File: config.mk
export PLATFORM = sky130hd
export DESIGN_NAME = infix_to_postfix_converter_core
export DESIGN_NICKNAME = d
export VERILOG_FILES = /design/src/rtl/i2p_pkg.sv /design/src/rtl/i2p_ram.sv /design/src/rtl/i2p_ctrl.sv /design/src/rtl/i2p_datapath.sv /design/src/rtl/infix_to_postfix_converter_core.sv
export SDC_FILE = /design/constraint.sdc
export NUM_CORES = 1
export LEC_CHECK = 0
export BUFFER_PORTS_ARGS = -buffer_cell sky130_fd_sc_hd__buf_2
export CAP_MARGIN = 20
export CORE_UTILIZATION = 39
export DETAILED_ROUTE_END_ITERATION = 8
export HOLD_SLACK_MARGIN = 0.05
export PLACE_DENSITY = 0.66
export SLEW_MARGIN = 40
export SYNTH_ARGS = -nofsm -noshare
export SYNTH_HDL_FRONTEND = slang
export SYNTH_SLANG_ARGS = --single-unit
File: constraint.sdc
create_clock -name clock -period 3.5 [get_ports clock]
set_input_delay 0.175 -clock clock [delete_from_list [all_inputs] [get_ports clock]]
set_output_delay 0.175 -clock clock [all_outputs]
set_load 0.05 [all_outputs]
File: src/rtl/i2p_pkg.sv
// Package for the infix to postfix converter: character codes, symbol
// classes, controller states and the command/status bundles.
// No dependencies.
`default_nettype none

package i2p_pkg;

   localparam logic [7:0] CHAR_OPEN  = 8'h28;  // '('
   localparam logic [7:0] CHAR_CLOSE = 8'h29;  // ')'
   localparam logic [7:0] CHAR_PLUS  = 8'h2B;  // '+'
   localparam logic [7:0] CHAR_MINUS = 8'h2D;  // '-'
   localparam logic [7:0] CHAR_MUL   = 8'h2A;  // '*'
   localparam logic [7:0] CHAR_DIV   = 8'h2F;  // '/'
   localparam logic [7:0] CHAR_DOLL  = 8'h24;  // '$'
   localparam logic [7:0] CHAR_CARET = 8'h5E;  // '^'

   localparam logic [1:0] ERR_NONE     = 2'd0;
   localparam logic [1:0] ERR_OVERFLOW = 2'd1;
   localparam logic [1:0] ERR_UNKNOWN  = 2'd2;

   typedef enum logic [2:0] {
      SYM_END,
      SYM_OPERAND,
      SYM_OPEN,
      SYM_CLOSE,
      SYM_OPER,
      SYM_UNKNOWN
   } sym_class_type;

   typedef enum logic [2:0] {
      ST_IDLE,
      ST_DECODE,
      ST_READ,
      ST_CHECK,
      ST_PUSH,
      ST_TERM,
      ST_FINISH
   } state_type;

   typedef struct packed {
      logic capture;
      logic push;
      logic pop;
      logic emit_top;
      logic emit_sym;
      logic emit_term;
      logic finish;
      logic set_unknown;
   } ctl_cmd_type;

   typedef struct packed {
      sym_class_type kind;
      logic          count_zero;
      logic          count_one;
      logic          top_is_open;
      logic          top_ge;
      logic          emit_ok;
      logic          finish_ok;
   } ctl_stat_type;

   // Precedence: '(' and non-operators 0, + - 1, * / 2, $ ^ 3.
   function automatic logic [1:0] prec_of(input logic [7:0] c);
      logic [1:0] p;
      case (c)
         CHAR_PLUS, CHAR_MINUS: p = 2'd1;
         CHAR_MUL, CHAR_DIV:    p = 2'd2;
         CHAR_DOLL, CHAR_CARET: p = 2'd3;
         default:               p = 2'd0;
      endcase
      return p;
   endfunction

   function automatic sym_class_type classify(input logic [7:0] c, input logic is_end);
      sym_class_type k;
      if (is_end) begin
         k = SYM_END;
      end else if ((c >= 8'h30 && c <= 8'h39) || (c >= 8'h41 && c <= 8'h5A) ||
                   (c >= 8'h61 && c <= 8'h7A)) begin
         k = SYM_OPERAND;
      end else if (c == CHAR_OPEN) begin
         k = SYM_OPEN;
      end else if (c == CHAR_CLOSE) begin
         k = SYM_CLOSE;
      end else if (prec_of(c) != 2'd0) begin
         k = SYM_OPER;
      end else begin
         k = SYM_UNKNOWN;
      end
      return k;
   endfunction

endpackage

`default_nettype wire

File: src/rtl/i2p_ram.sv
// Generic single-write, single-read RAM with registered read data.
// No dependencies.
`default_nettype none

module i2p_ram #(
   parameter int WIDTH = 8,
   parameter int DEPTH = 32
) (
   input  wire logic                     clock,
   input  wire logic                     wr_en,
   input  wire logic [$clog2(DEPTH)-1:0] wr_addr,
   input  wire logic [WIDTH-1:0]         wr_data,
   input  wire logic [$clog2(DEPTH)-1:0] rd_addr,
   output logic      [WIDTH-1:0]         rd_data
);

   logic [WIDTH-1:0] mem_ff [DEPTH];
   logic [WIDTH-1:0] rd_data_ff;

   always_ff @(posedge clock) begin
      if (wr_en) begin
         mem_ff[wr_addr] <= wr_data;
      end
      rd_data_ff <= mem_ff[rd_addr];
   end

   assign rd_data = rd_data_ff;

endmodule

`default_nettype wire

File: src/rtl/i2p_ctrl.sv
// Sequencer for the converter: walks decode, stack reads, pops, push and
// result hand-off. Depends on i2p_pkg.
`default_nettype none

module i2p_ctrl (
   input  wire logic                 clock,
   input  wire logic                 reset,
   input  wire logic                 req_valid,
   output logic                      req_ready,
   input  wire i2p_pkg::ctl_stat_type stat,
   output i2p_pkg::ctl_cmd_type      cmd
);
   import i2p_pkg::*;

   state_type state_ff, state_in;

   always_ff @(posedge clock) begin
      if (reset) begin
         state_ff <= ST_IDLE;
      end else begin
         state_ff <= state_in;
      end
   end

   always_comb begin
      state_in = state_ff;
      case (state_ff)
         ST_IDLE: begin
            if (req_valid) state_in = ST_DECODE;
         end
         ST_DECODE: begin
            case (stat.kind)
               SYM_END:     state_in = stat.count_zero ? ST_TERM : ST_READ;
               SYM_OPERAND: state_in = stat.emit_ok ? ST_FINISH : ST_DECODE;
               SYM_CLOSE:   state_in = stat.count_zero ? ST_IDLE : ST_READ;
               SYM_OPER:    state_in = stat.count_zero ? ST_IDLE : ST_READ;
               default:     state_in = ST_IDLE;
            endcase
         end
         ST_READ: state_in = ST_CHECK;
         ST_CHECK: begin
            case (stat.kind)
               SYM_END: begin
                  if (stat.emit_ok) state_in = stat.count_one ? ST_TERM : ST_READ;
               end
               SYM_CLOSE: begin
                  if (stat.top_is_open) begin
                     state_in = ST_FINISH;
                  end else if (stat.emit_ok) begin
                     state_in = stat.count_one ? ST_FINISH : ST_READ;
                  end
               end
               SYM_OPER: begin
                  if (!stat.top_ge) begin
                     state_in = ST_PUSH;
                  end else if (stat.emit_ok) begin
                     state_in = stat.count_one ? ST_PUSH : ST_READ;
                  end
               end
               default: state_in = ST_IDLE;
            endcase
         end
         ST_PUSH: state_in = ST_FINISH;
         ST_TERM: begin
            if (stat.emit_ok) state_in = ST_FINISH;
         end
         ST_FINISH: begin
            if (stat.finish_ok) state_in = ST_IDLE;
         end
         default: state_in = ST_IDLE;
      endcase
   end

   always_comb begin
      cmd       = '0;
      req_ready = 1'b0;
      case (state_ff)
         ST_IDLE: begin
            req_ready   = 1'b1;
            cmd.capture = 1'b1;
         end
         ST_DECODE: begin
            case (stat.kind)
               SYM_OPERAND: cmd.emit_sym    = stat.emit_ok;
               SYM_OPEN:    cmd.push        = 1'b1;
               SYM_OPER:    cmd.push        = stat.count_zero;
               SYM_UNKNOWN: cmd.set_unknown = 1'b1;
               default:     cmd             = '0;
            endcase
         end
         ST_CHECK: begin
            case (stat.kind)
               SYM_END: begin
                  cmd.emit_top = stat.emit_ok;
                  cmd.pop      = stat.emit_ok;
               end
               SYM_CLOSE: begin
                  cmd.emit_top = !stat.top_is_open && stat.emit_ok;
                  cmd.pop      = stat.top_is_open || stat.emit_ok;
               end
               SYM_OPER: begin
                  cmd.emit_top = stat.top_ge && stat.emit_ok;
                  cmd.pop      = stat.top_ge && stat.emit_ok;
               end
               default: cmd = '0;
            endcase
         end
         ST_PUSH:   cmd.push      = 1'b1;
         ST_TERM:   cmd.emit_term = stat.emit_ok;
         ST_FINISH: cmd.finish    = stat.finish_ok;
         default:   cmd           = '0;
      endcase
   end

endmodule

`default_nettype wire

File: src/rtl/i2p_datapath.sv
// Datapath for the converter: held input item, operator stack RAM, count,
// error flags, one pending result and the result register.
// Depends on i2p_pkg and i2p_ram.
`default_nettype none

module i2p_datapath #(
   parameter int STACK_DEPTH = 32
) (
   input  wire logic                 clock,
   input  wire logic                 reset,
   input  wire logic [7:0]           req_symbol,
   input  wire logic                 req_is_end,
   input  wire i2p_pkg::ctl_cmd_type  cmd,
   output i2p_pkg::ctl_stat_type     stat,
   output logic                      rsp_valid,
   input  wire logic                 rsp_ready,
   output logic      [7:0]           rsp_out_char,
   output logic                      rsp_last_of_run,
   output logic                      rsp_end_of_expr,
   output logic      [1:0]           rsp_error_code
);
   import i2p_pkg::*;

   localparam int CW = $clog2(STACK_DEPTH + 1);
   localparam int AW = $clog2(STACK_DEPTH);

   logic [7:0]    sym_ff;
   logic          end_ff;
   logic [CW-1:0] count_ff, count_in;
   logic [CW-1:0] count_m1;
   logic          ovf_ff, ovf_in;
   logic          unk_ff, unk_in;
   logic          full;
   logic [7:0]    top;
   logic [1:0]    term_err;

   logic          pend_valid_ff, pend_valid_in;
   logic [7:0]    pend_char_ff, pend_char_in;
   logic          pend_end_ff, pend_end_in;
   logic [1:0]    pend_err_ff, pend_err_in;

   logic          out_valid_ff, out_valid_in;
   logic [7:0]    out_char_ff;
   logic          out_last_ff;
   logic          out_end_ff;
   logic [1:0]    out_err_ff;
   logic          out_free;
   logic          emit_any;
   logic          move;
   logic          move_last;

   assign full     = (count_ff == CW'(STACK_DEPTH));
   assign count_m1 = count_ff - CW'(1);

   i2p_ram #(
      .WIDTH (8),
      .DEPTH (STACK_DEPTH)
   ) u_stack (
      .clock   (clock),
      .wr_en   (cmd.push && !full),
      .wr_addr (count_ff[AW-1:0]),
      .wr_data (sym_ff),
      .rd_addr (count_m1[AW-1:0]),
      .rd_data (top)
   );

   always_ff @(posedge clock) begin
      if (cmd.capture) begin
         sym_ff <= req_symbol;
         end_ff <= req_is_end;
      end
   end

   always_comb begin
      count_in = count_ff;
      if (cmd.push && !full) begin
         count_in = count_ff + CW'(1);
      end else if (cmd.pop) begin
         count_in = count_m1;
      end
      ovf_in = ovf_ff | (cmd.push & full);
      unk_in = unk_ff | cmd.set_unknown;
      if (cmd.emit_term) begin
         ovf_in = 1'b0;
         unk_in = 1'b0;
      end
   end

   assign term_err = ovf_ff ? ERR_OVERFLOW : (unk_ff ? ERR_UNKNOWN : ERR_NONE);

   assign out_free  = !out_valid_ff || rsp_ready;
   assign emit_any  = cmd.emit_top | cmd.emit_sym | cmd.emit_term;
   assign move      = pend_valid_ff && (emit_any || cmd.finish);
   assign move_last = cmd.finish;

   always_comb begin
      pend_valid_in = pend_valid_ff;
      pend_char_in  = pend_char_ff;
      pend_end_in   = pend_end_ff;
      pend_err_in   = pend_err_ff;
      if (emit_any) begin
         pend_valid_in = 1'b1;
         pend_char_in  = cmd.emit_top ? top : (cmd.emit_sym ? sym_ff : 8'd0);
         pend_end_in   = cmd.emit_term;
         pend_err_in   = cmd.emit_term ? term_err : ERR_NONE;
      end else if (cmd.finish) begin
         pend_valid_in = 1'b0;
      end
      out_valid_in = move | (out_valid_ff & !rsp_ready);
   end

   always_ff @(posedge clock) begin
      if (reset) begin
         count_ff      <= '0;
         ovf_ff        <= 1'b0;
         unk_ff        <= 1'b0;
         pend_valid_ff <= 1'b0;
         out_valid_ff  <= 1'b0;
      end else begin
         count_ff      <= count_in;
         ovf_ff        <= ovf_in;
         unk_ff        <= unk_in;
         pend_valid_ff <= pend_valid_in;
         out_valid_ff  <= out_valid_in;
      end
   end

   always_ff @(posedge clock) begin
      pend_char_ff <= pend_char_in;
      pend_end_ff  <= pend_end_in;
      pend_err_ff  <= pend_err_in;
      if (move) begin
         out_char_ff <= pend_char_ff;
         out_last_ff <= move_last;
         out_end_ff  <= pend_end_ff;
         out_err_ff  <= pend_err_ff;
      end
   end

   always_comb begin
      stat.kind        = classify(sym_ff, end_ff);
      stat.count_zero  = (count_ff == '0);
      stat.count_one   = (count_ff == CW'(1));
      stat.top_is_open = (top == CHAR_OPEN);
      stat.top_ge      = (prec_of(top) >= prec_of(sym_ff));
      stat.emit_ok     = !pend_valid_ff || out_free;
      stat.finish_ok   = !pend_valid_ff || out_free;
   end

   assign rsp_valid       = out_valid_ff;
   assign rsp_out_char    = out_char_ff;
   assign rsp_last_of_run = out_last_ff;
   assign rsp_end_of_expr = out_end_ff;
   assign rsp_error_code  = out_err_ff;

endmodule

`default_nettype wire

File: src/rtl/infix_to_postfix_converter_core.sv
// Top level of the infix to postfix converter (shunting-yard).
// Depends on i2p_pkg, i2p_ctrl, i2p_datapath and i2p_ram.
//
//   channel | ports                                          | direction
//   req     | req_valid/ready, req_symbol, req_is_end        | in
//   rsp     | rsp_valid/ready, rsp_out_char, rsp_last_of_run,| out
//           | rsp_end_of_expr, rsp_error_code                |
//
// One item at a time: accept and decode, then for each stack entry examined
// one stack RAM read followed by compare and pop, then a push after
// examining, the terminator, and a step to close the run for any operand,
// end or examining item; a bare push or drop needs only accept and decode.
// Results pass through one pending slot and a result register; the
// sequencer holds while both are occupied and rsp_ready is low.
// Reset clears the stack count, error flags and valid bits; no clearing pass.
`default_nettype none

module infix_to_postfix_converter_core #(
   parameter int STACK_DEPTH = 32
) (
   input  wire logic       clock,
   input  wire logic       reset,
   input  wire logic       req_valid,
   output logic            req_ready,
   input  wire logic [7:0] req_symbol,
   input  wire logic       req_is_end,
   output logic            rsp_valid,
   input  wire logic       rsp_ready,
   output logic      [7:0] rsp_out_char,
   output logic            rsp_last_of_run,
   output logic            rsp_end_of_expr,
   output logic      [1:0] rsp_error_code
);
   import i2p_pkg::*;

   ctl_cmd_type  cmd;
   ctl_stat_type stat;

   i2p_ctrl u_ctrl (
      .clock     (clock),
      .reset     (reset),
      .req_valid (req_valid),
      .req_ready (req_ready),
      .stat      (stat),
      .cmd       (cmd)
   );

   i2p_datapath #(
      .STACK_DEPTH (STACK_DEPTH)
   ) u_dp (
      .clock           (clock),
      .reset           (reset),
      .req_symbol      (req_symbol),
      .req_is_end      (req_is_end),
      .cmd             (cmd),
      .stat            (stat),
      .rsp_valid       (rsp_valid),
      .rsp_ready       (rsp_ready),
      .rsp_out_char    (rsp_out_char),
      .rsp_last_of_run (rsp_last_of_run),
      .rsp_end_of_expr (rsp_end_of_expr),
      .rsp_error_code  (rsp_error_code)
   );

endmodule

`default_nettype wire

# After elaboration in Yosys (flattened, before gate mapping)
# Memories as Yosys holds them, arrays and structs flattened. A register that Yosys moved wholly into a read port is not among the register bits.
# Index checks and enable logic that the tools add are counted.
# Widths: inputs -> output; s select.
# op_classes
n_mux	48
n_reduce_logical	34
n_lt_le_gt_ge	7
n_eq_ne	34
n_bitwise	8
addsub	2
# ops
operator	count
$eq 8x6->1 const B	13
$mux 3	17
$pmux 3 s7	1
$pmux 2 s3	3
$pmux 3 s3	2
$reduce_or 2->1	9
$eq 8x7->1 const B	2
$ge 8x7->1 const B	2
$le 8x7->1 const B	2
$mux 8	2
$eq 3x3->1 const B	5
$eq 3x2->1 const B	4
$mux 1	12
$mux 2	6
$mux 6	2
$ge 8x6->1 const B	1
$le 8x6->1 const B	1
$logic_and 1x1->1	7
$add 6x1->6 const B	1
$eq 3x1->1 const B	2
$eq 6x1->1 const B	1
$eq 6x6->1 const B	1
$logic_not 3->1	2
$logic_not 6->1	1
16 further kinds	34
# totals
wordCells	150
ramBits	256
regBits	45
inputBits	13
mem_count	1
# memory_table
name	depth	word_bits	read_ports	rd_ports_with_merged_regs	wr	line	rtl
u_dp.u_stack.mem_ff	32	8	1	1	1	i2p_ram.sv:17	logic [WIDTH-1:0] mem_ff [DEPTH];

# Logic depth before layout (Yosys ltp)
# Gate-level depths: netlist of the first run.
# logic_depth
depth_word	21
depth_mapped	15
depth_no_buf	14

# By module
# From an unflattened synthesis of the first run, not the netlist that was laid out.
# hier_totals
cells_unflattened	669
area_unflattened_um2	12655.9
# modules_own_cells
mod	instances	cells_each	area_per_inst_um2
i2p_ram	1	417	10053.4
i2p_datapath	1	174	2026.9
i2p_ctrl	1	78	575.6

# Worst setup path before layout of the first run
# No wires, ideal clock.
# synth_timing
kind	flip-flop to flip-flop
startpoint	register u_dp.sym_ff[7]
endpoint	register u_dp.out_end_ff (netlist: u_dp.rsp_end_of_expr) (enable)
path_stages_with_launch	12
required_time_ps	3124
n_path_buf	0
slack_ps	-211
t_arrival_ps	3335
path_cell_list	edfxtp_1 -> or4b_2 -> o31ai_1 -> a32o_1 -> a32o_1 -> ha_1 -> nand2b_1 -> a21oi_1 -> a21oi_1 -> a311oi_1 -> or3_4 -> a31oi_2
# synth_between
elab_chain_len	20
word_cells_on_any_way	46
# synth_rtl
item	line	rtl
from (decl)	i2p_datapath.sv:27	logic [7:0] sym_ff;
from (signal assigned)	i2p_datapath.sv:69	sym_ff <= req_symbol;
$eq 8x6->1 / $eq 8x7->1 (equally long branches)	i2p_pkg.sv:64	case (c)
$reduce_or 2->1	i2p_pkg.sv:64	
$pmux 2 s3	i2p_pkg.sv:64	
$mux 2	i2p_pkg.sv:82	end else if (c == CHAR_CLOSE) begin
$mux 2	i2p_pkg.sv:80	end else if (c == CHAR_OPEN) begin
$mux 2	i2p_pkg.sv:77	end else if ((c >= 8'h30 && c <= 8'h39) || (c >= 8'h41 && c <= 8'h5A) ||
$mux 2	i2p_pkg.sv:75	if (is_end) begin
$reduce_bool 2->1	i2p_pkg.sv:84	end else if (prec_of(c) != 2'd0) begin
[... 4 more ...]	-	
$mux 3	i2p_pkg.sv:75	
$eq 3x3->1 (tied with other cells)	i2p_ctrl.sv:92	case (stat.kind)
$pmux 2 s3 / $mux 1 (equally long branches)	i2p_ctrl.sv:92, i2p_ctrl.sv:83	
$pmux 3 s2 (*)	i2p_ctrl.sv:77	case (state_ff)
$or 1x1->1 (*) (2 in a row)	i2p_datapath.sv:92	assign emit_any = cmd.emit_top | cmd.emit_sym | cmd.emit_term;
$logic_or 1x1->1 (*)	i2p_datapath.sv:93	assign move = pend_valid_ff && (emit_any || cmd.finish);
$logic_and 1x1->1 (*)	i2p_datapath.sv:93	
net u_dp.move	i2p_datapath.sv:49	logic move;
to (signal assigned)	i2p_datapath.sv:135	out_end_ff <= pend_end_ff;
to (decl)	i2p_datapath.sv:45	logic out_end_ff;
# Mark *: on every way through the listed nets, which the timed path passes. The rest lies on a longest branch. The select of a mux whose other input is x is not followed.
# A chain may end at the register's enable or synchronous reset.

# Final worst setup path of the first run
# layout_timing
startpoint	register u_dp.sym_ff[7]
endpoint	register u_dp.count_ff[5]
# layout_between
elab_chain_len	18
word_cells_on_any_way	46
# layout_rtl
item	line	rtl
$eq 8x6->1 / $eq 8x7->1 (equally long branches)	i2p_pkg.sv:64	
$reduce_or 2->1	i2p_pkg.sv:64	
$pmux 2 s3	i2p_pkg.sv:64	
$mux 2	i2p_pkg.sv:82	
$mux 2	i2p_pkg.sv:80	
$mux 2	i2p_pkg.sv:77	
$mux 2	i2p_pkg.sv:75	
$reduce_bool 2->1	i2p_pkg.sv:84	
[... 2 more ...]	-	
$mux 3	i2p_pkg.sv:80	
$mux 3	i2p_pkg.sv:77	
$mux 3	i2p_pkg.sv:75	
$eq 3x3->1 / $eq 3x2->1 (equally long branches)	i2p_ctrl.sv:83, i2p_ctrl.sv:92	
$pmux 1 s2	i2p_ctrl.sv:83	case (stat.kind)
$pmux 1 s2	i2p_ctrl.sv:77	
$logic_and 1x1->1	i2p_datapath.sv:76	if (cmd.push && !full) begin
$mux 6 / $reduce_bool 2->1 (equally long branches)	-	
to (signal assigned)	i2p_datapath.sv:120	count_ff <= count_in;
to (decl)	i2p_datapath.sv:29	logic [CW-1:0] count_ff, count_in;
# Several ways; a longest one is shown, not always the timed one. The select of a mux whose other input is x is not followed.

==> reports/metrics.yaml, run 1 <==
clock_tree:
  cts_tree: "yes"
  clockRootBuffer: "clkbuf_16"
  clock_path_buffers: 3
  clk_latency_ps: 540
  path_clk_slew_ps: 60
  cts_buffers: 30
  cts_sinks: 309
  h-tree-depth: 1
pwr:
  p_leak_uw: 0.004679
  power_density_mw_per_mm2: 570.8
  ir_drop_mv: 0.3948
place:
  dp_slack_ps: 77.63
  io_buffers: 26
  hpwl_um: 16290
  gp_congestion: 0.8493
synthesis:
  synth_edf_count: 288
  synth_async_sr_flop_share_pct: 0
  synth_simple_gate_area_share_pct: 6.249
  netlist_instances: 664
  muxShareOfSynthArea_pct: 15.17
  syn_area_mm2: 0.01263
  synth_area_leaders: "edfxtp_1, mux4_2, dfxtp_1"
  synth_top_area_cell: "edfxtp_1"
  synth_top_family_by_area: "multiplexers"
  yosys-top-cells-count: "edfxtp_1, mux4_2, nor2_1, nor3_1"
  syn_avg_cell_area_um2: 19.03
  synth-xor-area-share_pct: 0.3466
  synth_nets: 684
  synth_compound_area_share_pct: 4.397
  yosysUniqueCellTypes: 68
  yosysSeqAreaShare_pct: 71.78
  ys.flop_type: "edfxtp_1"
  synth_top_area_share_pct: 68.46
  synth_warnings: 0
  synthAdderAreaFrac_pct: 0.6933
  synth_most_common_cell: "edfxtp_1"
  synth-seq-cells: 309
cells_and_area:
  fillCellCount: 2656
  multi_input_area_mm2: 0.003445
  nets: 775
  utilization_pct: 46.39
  num_antenna_cells: 0
  area_delta_synth_final_pct: 16.47
  seqCellArea_mm2: 0.009072
  final_layout_size_suffix_gt1_share_pct: 30.24
critical_path:
  critical_path_arrival_ps: 3740
  path_buf_inv: 0
  r2r.worst_path.cells: 12
  endpoint_kind: "register"
  cp_top_family: "compound AO/OA/AOI/OAI gates"
  cp.required_ps: 3930
  cp-start-kind: "register"
  path_depth: 12
  cp_max_fo: 7
  path_cells: "or4b_4, o31ai_2, a32o_1, a32o_1, ha_1, nand2b_4, a21oi_2, a21oi_2, a41oi_1, nor2_2, a31oi_1, mux2_1"
  max_stage_delay_ps: 580
  slowest_stage: "or4b_4"
  critPathKind: "reg -> reg"
  r2r_setup_slack_ps: 190
global_routing:
  grt_pass1_wl_um: 39630
  antenna_found_initial: 0
  grt_use_total_pct: 15.99
  grt_pass1_vias: 6351
  grt_overflow_total: 0
  grt_max_degree: 73
sta:
  fin_ws_ps: 190.1
  setup_viol: 0
  drv_slew: 0
  hold_viol: 0
  min_period_over_period_pct: 94.57
  slew-limit-headroom_pct: 51.08
  fmax_ghz: 0.3021
  fin_skew_ps: 7.884
  period_minus_slack_ps: 3310
  worst_slew_pin_slew_ps: 731.4
  rsz0062_at_grt: "no"
floorplan:
  io-pin-count: 27
  start_util_pct: 39.83
  chipHeight_um: 182.0
  die_w_um: 182.0
  core-area_mm2: 0.03172
  die-area_mm2: 0.03312
  num_rows: 65
route:
  postRouteAntennaNets: 0
  drt_first_pass_iters: 5
  routedWlPerCell_um: 22.04
  drc_errors: 0
  first_iter_violations: 584
  num_vias: 6546
  wirelength_um: 25980
  via_per_inst: 5.552
run_status:
  status: "finished, final reports clean"
hold_path:
  hold_class: "in -> reg"
  hold_depth: 6
run:
  cap_violations: 0
logic make-up (layout without fill, tap and decap cells):
group,count (synthesis),count (layout)
AO/OA/AOI/OAI,67,67
XOR/XNOR,5,5
adder cells (fa/ha/maj),7,7
buffers and inverters,44,157
flip-flops,309,309
multiplexers,90,90
AND/OR/NAND/NOR,142,142
placed cells by master, fill, tap and decap left out, types with 3 or more instances in the layout:
cell | netlist | layout
dlygate4sd3_1 | 0 | 11
bufinv_16 | 0 | 3
a32o_1 | 3 | 3
inv_1 | 12 | 12
a21oi_1 | 16 | 14
o21ai_0 | 5 | 5
buf_12 | 0 | 4
mux4_2 | 80 | 80
nand3_1 | 4 | 4
clkbuf_16 | 0 | 31
nor3_1 | 25 | 25
xor2_1 | 3 | 3
dfxtp_1 | 21 | 20
a22o_1 | 7 | 7
clkbuf_1 | 21 | 6
ha_1 | 7 | 6
nor4_1 | 3 | 3
and2_1 | 9 | 9
nor2b_1 | 7 | 7
nor2_1 | 33 | 33
a31oi_1 | 4 | 4
a41o_1 | 4 | 4
or3_1 | 3 | 3
mux2_2 | 8 | 8
nand3b_1 | 3 | 3
nand4_1 | 8 | 8
buf_4 | 0 | 50
nand2_1 | 19 | 18
and3_1 | 7 | 7
nor3b_1 | 3 | 3
clkinv_2 | 0 | 6
edfxtp_1 | 288 | 288
buf_2 | 5 | 26
clkinv_1 | 0 | 7
report_power, final:
part,total (uW),switching [uW],internal (uW)
combinational,950,573,377
sequential,4330,91.0,4240
clock,3120,1290,1830
sequential cells by signal (all words and copies together) (netlist names), 3 cells and up:
| signal | count |
|---|---|
| u_dp.u_stack.mem_ff | 256 |
| u_dp.pend_char_ff | 8 |
| u_ctrl.state_ff | 3 |
| u_dp.count_ff | 6 |
| u_dp.rsp_out_char | 8 |
| u_dp.u_stack.rd_data | 8 |
| u_dp.sym_ff | 8 |
routing by layer:
metal,up-vias,global-route usage (%),share of wire (%)
met4,0,3.126,1.5
met1,3401,22.63,43
met5,-,0,0
li1,2937,-,-
met3,28,2.447,5.4
met2,180,26.43,50
area by class of cell:
type / count / area share, %
sequential: 309 / 61.66
multi-input combinational: 311 / 23.41
clock buffer: 37 / 5.425
timing repair buffer: 91 / 4.728
tap: 402 / 3.418
clock inverter: 17 / 1.054
inverter: 12 / 0.3061
final timing paths:
check,end,start
hold / removal,u_ctrl.state_ff[0],req_valid
hold reg to reg,u_dp.rsp_out_char[6],u_dp.pend_char_ff[6]
setup reg to reg,u_dp.count_ff[5],u_dp.sym_ff[7]
setup / recovery,u_dp.count_ff[5],u_dp.sym_ff[7]
timing repair:
item	in CTS	in global routing
gates resized for setup	0	1
hold buffers	11	0
hold endpoints to repair	15	0
setup buffers	0	1
setup endpoints to repair	0	21
per-stage QoR:
step	setup TNS, ps	hold slack (ps)	power [uW]	std cells	area (um^2)
5_1_grt	0	181.5	8669	1179	14710
6_report	0	149.9	8399	1179	14710
3_5_place_dp	0	353.3	5358	1113	13630
4_1_cts	0	130.2	8483	1178	14690
3_3_place_gp	0	351.7	5342	1113	13630
2_1_floorplan	-467.3	273.9	5001	664	12670
worst min-delay path, stage by stage:
cell and delay, ps:
buf_2 90, inv_1 40, a221oi_1 80, o31a_1 130
nand3b_1 70, o21ai_1 60
Power figures use the tool's default switching activity.
==> run 2, diff against run 1 <==
==> constraint.sdc (replaced) <==
create_clock -name clock -period 3.5 [get_ports clock]
set_input_delay 0.7 -clock clock [delete_from_list [all_inputs] [get_ports clock]]
set_output_delay 0.7 -clock clock [all_outputs]
set_load 0.05 [all_outputs]
==> run 2 against run 1 <==
Effect of this change: sequential cell count unchanged; combinational power decreased by 1%; via count decreased by 1.2%; critical path depth unchanged; worst setup slack got worse by 24 ps; die area unchanged; utilization decreased by 0.35 points; clock skew decreased by 1.3 ps; routed wire length decreased by 0.31%; cell area decreased by 0.75%; critical path type unchanged; largest cell class unchanged.
==> reports/metrics.yaml, run 2 (synthesis results as in run 1) <==
global_routing:
  grt_overflow_total: 0
  grt_use_total_pct: 15.94
  grt_pass1_vias: 6309
  grt_pass1_wl_um: 39470
  grt_max_degree: 73
  antenna_found_initial: 0
route:
  via_per_inst: 5.538
  routedWlPerCell_um: 22.18
  drc_errors: 0
  postRouteAntennaNets: 0
  wirelength_um: 25900
  drt_first_pass_iters: 4
  first_iter_violations: 625
  num_vias: 6468
floorplan:
  num_rows: 65
  io-pin-count: 27
  die-area_mm2: 0.03312
  chipHeight_um: 182.0
  core-area_mm2: 0.03172
  start_util_pct: 39.83
  die_w_um: 182.0
sta:
  period_minus_slack_ps: 3334
  setup_viol: 0
  min_period_over_period_pct: 95.24
  worst_slew_pin_slew_ps: 716.1
  slew-limit-headroom_pct: 52.10
  tns_ps: 0
  hold_viol: 0
  drv_slew: 0
  rsz0062_at_grt: "no"
  fmax_ghz: 0.3000
  fin_skew_ps: 6.633
  holdWs_ps: 332.4
cells_and_area:
  utilization_pct: 46.04
  nets: 764
  num_antenna_cells: 0
  largest_reg_flops: 256
  largest_register: "u_dp.u_stack.mem_ff"
  fillCellCount: 2670
  final_layout_size_suffix_gt1_share_pct: 30.68
  final_common_cell: "edfxtp_1"
  final_cell_mix: "edfxtp_1, mux4_2, buf_4"
  area_delta_synth_final_pct: 15.60
pwr:
  p_int_uw: 6434
  clkPwrFrac_pct: 37.2
  pwr-share-seq_pct: 51.6
  ir_drop_mv: 0.3952
  switching_share_pct: 23.28
  comb_power_share_pct: 11.2
  switchingPower_uw: 1952
  power_density_mw_per_mm2: 574.2
  power_uw: 8386
  p_leak_uw: 0.004633
clock_tree:
  cts_sinks: 309
  cts_buffers: 30
  clock_path_buffers: 3
  cts_tree: "yes"
  path_clk_slew_ps: 60
  clk_latency_ps: 540
  clockRootBuffer: "clkbuf_16"
  h-tree-depth: 1
place:
  gp_congestion: 0.8493
  io_buffers: 26
  hpwl_um: 16290
critical_path:
  critical_path_arrival_ps: 3760
  endpoint_kind: "register"
  cp.required_ps: 3930
  cp_max_fo: 7
  critPathKind: "reg -> reg"
  cp-start-kind: "register"
run:
  cap_violations: 0
hold_path:
  hold_class: "in -> reg"
run_status:
  status: "finished, final reports clean"
[run 2: cell count changes in the layout (fill, tap and decap cells not counted)]
cell,delta
dlygate4sd3_1,-11
[run 2: power by group through the flow]
stage                     sequential [uW]  clock, uW  combinational [uW]
after floorplan                      4440          0                 559
after global placement               4400          0                 939
after detailed placement             4410          0                 952
after CTS                            4330       3190                 954
after global routing                 4340       3310                1010
final                                4330       3120                 940
[run 2: stage by stage]
step,std cells,worst slack (ps),instance area [um^2]
5_1_grt,1168,11.52,14600
6_report,1168,166.5,14600
2_1_floorplan,664,-38.94,12670
3_5_place_dp,1113,77.63,13630
3_3_place_gp,1113,144.5,13630
4_1_cts,1167,66.83,14580
[run 2: final timing paths]
| kind | slack, ps | to | cells after the start | from |
|---|---|---|---|---|
| max | 170 | u_dp.count_ff[5] | 12 | u_dp.sym_ff[7] |
| min | 330 | u_dp.end_ff | 1 | req_is_end |
| max reg2reg | 170 | u_dp.count_ff[5] | 12 | u_dp.sym_ff[7] |
| min reg2reg | 420 | u_dp.rsp_out_char[6] | 0 | u_dp.pend_char_ff[6] |
[run 2: cell type report]
class / count / area [um^2] / share of cell area (%)
clock buffer: 37 / 798.3 / 5.466
clock inverter: 17 / 155.1 / 1.062
inverter: 12 / 45.04 / 0.3084
multi-input combinational: 311 / 3445 / 23.59
sequential: 309 / 9072 / 62.12
tap: 402 / 503.0 / 3.444
timing repair buffer: 80 / 585.6 / 4.010
[run 2: repair_timing]
action,CTS,global route
gates resized for setup,0,1
hold buffers,0,0
endpoints found under the setup margin,0,21
buffers inserted,0,1
[run 2: worst max-delay path, cell delays in order (launching register included)]
cell and delay, ps:
edfxtp_1 450, or4b_4 580, o31ai_2 210, a32o_1 170
a32o_1 130, ha_1 220, nand2b_4 140, a21oi_2 160
a21oi_2 70, a41oi_1 390, nor2_2 150, a31oi_1 220
mux2_1 330
[run 2: routing by layer]
layer / vias to the layer above / GRT usage, % / part of all wire, %
met5: - / 0 / 0
met4: 0 / 3.126 / 1.5
met3: 26 / 2.447 / 5.4
met2: 182 / 26.28 / 50
met1: 3349 / 22.61 / 43
li1: 2911 / - / -
==> run 3, diff against run 2 <==
--- a/config.mk
+++ b/config.mk
@@ -6,10 +6,11 @@
 export NUM_CORES = 1
 export LEC_CHECK = 0
 export BUFFER_PORTS_ARGS = -buffer_cell sky130_fd_sc_hd__buf_2
-export CAP_MARGIN = 20
+export CAP_MARGIN = 30
 export CORE_UTILIZATION = 39
 export DETAILED_ROUTE_END_ITERATION = 8
 export HOLD_SLACK_MARGIN = 0.05
+export MAX_ROUTING_LAYER = met4
 export PLACE_DENSITY = 0.66
 export SLEW_MARGIN = 40
 export SYNTH_ARGS = -nofsm -noshare
==> constraint.sdc (replaced) <==
create_clock -name clock -period 3.5 [get_ports clock]
set_input_delay 0.525 -clock clock [delete_from_list [all_inputs] [get_ports clock]]
set_output_delay 0.525 -clock clock [all_outputs]
set_load 0.05 [all_outputs]
==> run 3 against run 2 <==
Effect of this change: via count up 0.83%; maximum frequency about the same; clock skew up 0.78 ps; sequential power about the same; largest power group unchanged; first-iteration DRC count down 12%; total power about the same; final cell count unchanged.
==> reports/metrics.yaml, run 3 (synthesis results as in run 1) <==
run_status:
  status: "finished, final reports clean"
route:
  num_vias: 6522
  routedWlPerCell_um: 22.27
  first_iter_violations: 548
  wirelength_um: 26010
  via_per_inst: 5.584
  postRouteAntennaNets: 0
  drt_first_pass_iters: 5
  drc_errors: 0
place:
  dp_slack_ps: 77.63
  hpwl_um: 16290
  gp_congestion: 0.8648
  io_buffers: 26
global_routing:
  grt_max_degree: 73
  antenna_found_initial: 0
  grtUsageMet1_pct: 22.72
  grt_pass1_wl_um: 39510
  grt_use_total_pct: 16.45
  grt_overflow_total: 0
  grt_pass1_vias: 6308
  gr-usage-met3_pct: 2.427
  grtUsageMet2_pct: 26.22
  busiest_layer: "met2"
clock_tree:
  path_clk_slew_ps: 60
  clk_latency_ps: 550
  cts_tree: "yes"
  hold_buffers: 0
  clock_path_buffers: 3
  clockRootBuffer: "clkbuf_16"
  h-tree-depth: 1
  cts_sinks: 309
  cts_buffers: 30
sta:
  min_period_over_period_pct: 95.15
  slew-limit-headroom_pct: 51.39
  rsz0062_at_grt: "no"
  worst_slew_pin_slew_ps: 726.8
  holdWs_ps: 155.8
  period_minus_slack_ps: 3330
  drv_slew: 0
  fin_skew_ps: 7.409
  setup_viol: 0
  hold_viol: 0
  fin_ws_ps: 169.8
  tns_ps: 0
  fmax_ghz: 0.3003
cells_and_area:
  largest_register: "u_dp.u_stack.mem_ff"
  final_common_cell: "edfxtp_1"
  area_delta_synth_final_pct: 15.60
  fillCellCount: 2670
  nets: 764
  num_antenna_cells: 0
  final_layout_size_suffix_gt1_share_pct: 30.68
  final_cell_mix: "edfxtp_1, mux4_2, buf_4"
  largest_reg_flops: 256
critical_path:
  cp_max_fo: 7
  r2r_setup_slack_ps: 170
  cp.required_ps: 3930
  cp_top_family: "compound AO/OA/AOI/OAI gates"
  max_stage_delay_ps: 580
  r2r.worst_path.cells: 12
  critical_path_arrival_ps: 3760
  path_buf_inv: 0
  r2r-end: "u_dp.count_ff[5]"
  critPathKind: "reg -> reg"
  slowest_stage: "or4b_4"
  path_cells: "or4b_4, o31ai_2, a32o_1, a32o_1, ha_1, nand2b_4, a21oi_2, a21oi_2, a41oi_1, nor2_2, a31oi_1, mux2_1"
  cp-start-kind: "register"
  endpoint_kind: "register"
  r2r_start: "u_dp.sym_ff[7]"
floorplan:
  start_util_pct: 39.83
  num_rows: 65
  core-area_mm2: 0.03172
  die-area_mm2: 0.03312
  chipHeight_um: 182.0
  die_w_um: 182.0
  io-pin-count: 27
hold_path:
  whs_endpoint: "u_dp.end_ff"
  hold_depth: 1
  hold_class: "in -> reg"
  holdCritStartpoint: "req_is_end"
pwr:
  power_density_mw_per_mm2: 574.4
  ir_drop_mv: 0.3949
  p_leak_uw: 0.004633
run:
  cap_violations: 0
## run 3: layout make-up
| type | count | area, um^2 | share of cell area, % |
|---|---|---|---|
| Tap cell | 402 | 503.0 | 3.444 |
| Timing Repair Buffer | 80 | 585.6 | 4.010 |
| Sequential cell | 309 | 9072 | 62.12 |
| Clock buffer | 37 | 798.3 | 5.466 |
| Inverter | 12 | 45.04 | 0.3084 |
| Multi-Input combinational cell | 311 | 3445 | 23.59 |
| Clock inverter | 17 | 155.1 | 1.062 |
## run 3: repair_timing
action	CTS	global route
gates resized for setup	0	1
setup buffers	0	1
setup endpoints to repair	0	21
## run 3: how the worst max path moves through the flow
stage	start	to	slack, ps	cells after the start
after global routing	u_dp.sym_ff[5]	u_dp.count_ff[5]	10	12
after CTS	u_dp.sym_ff[5]	u_dp.rsp_out_char[5]	70	11
after detailed placement	u_dp.sym_ff[5]	u_dp.rsp_out_char[4]	80	11
final	u_dp.sym_ff[7]	u_dp.count_ff[5]	170	12
after global placement	u_dp.sym_ff[5]	u_dp.rsp_out_char[4]	140	11
after floorplan	u_dp.sym_ff[7]	u_dp.rsp_end_of_expr	-40	13
## run 3: report_power, final
| group | internal, uW | leakage (uW) | switching, uW | total, uW |
|---|---|---|---|---|
| sequential | 4240 | 0.00277 | 91.2 | 4330 |
| clock | 1830 | 0.000470 | 1290 | 3120 |
| combinational | 369 | 0.00139 | 571 | 940 |
## run 3: per-stage QoR
| step | total power (uW) | std cells | area, um^2 | utilization [%] |
|---|---|---|---|---|
| after floorplan | 5001 | 664 | 12670 | - |
| after detailed placement | 5358 | 1113 | 13630 | 42.96 |
| after global placement | 5342 | 1113 | 13630 | 42.96 |
| after global routing | 8660 | 1168 | 14600 | 46.04 |
| after CTS | 8474 | 1167 | 14580 | 45.96 |
| final | 8388 | 1168 | 14600 | 46.04 |
## run 3: metal layers
metal | part of all wire, % | vias to the layer above
li1 | - | 2913
met1 | 44 | 3389
met2 | 49 | 185
met3 | 5.0 | 35
met4 | 1.7 | 0
met5 | 0 | -
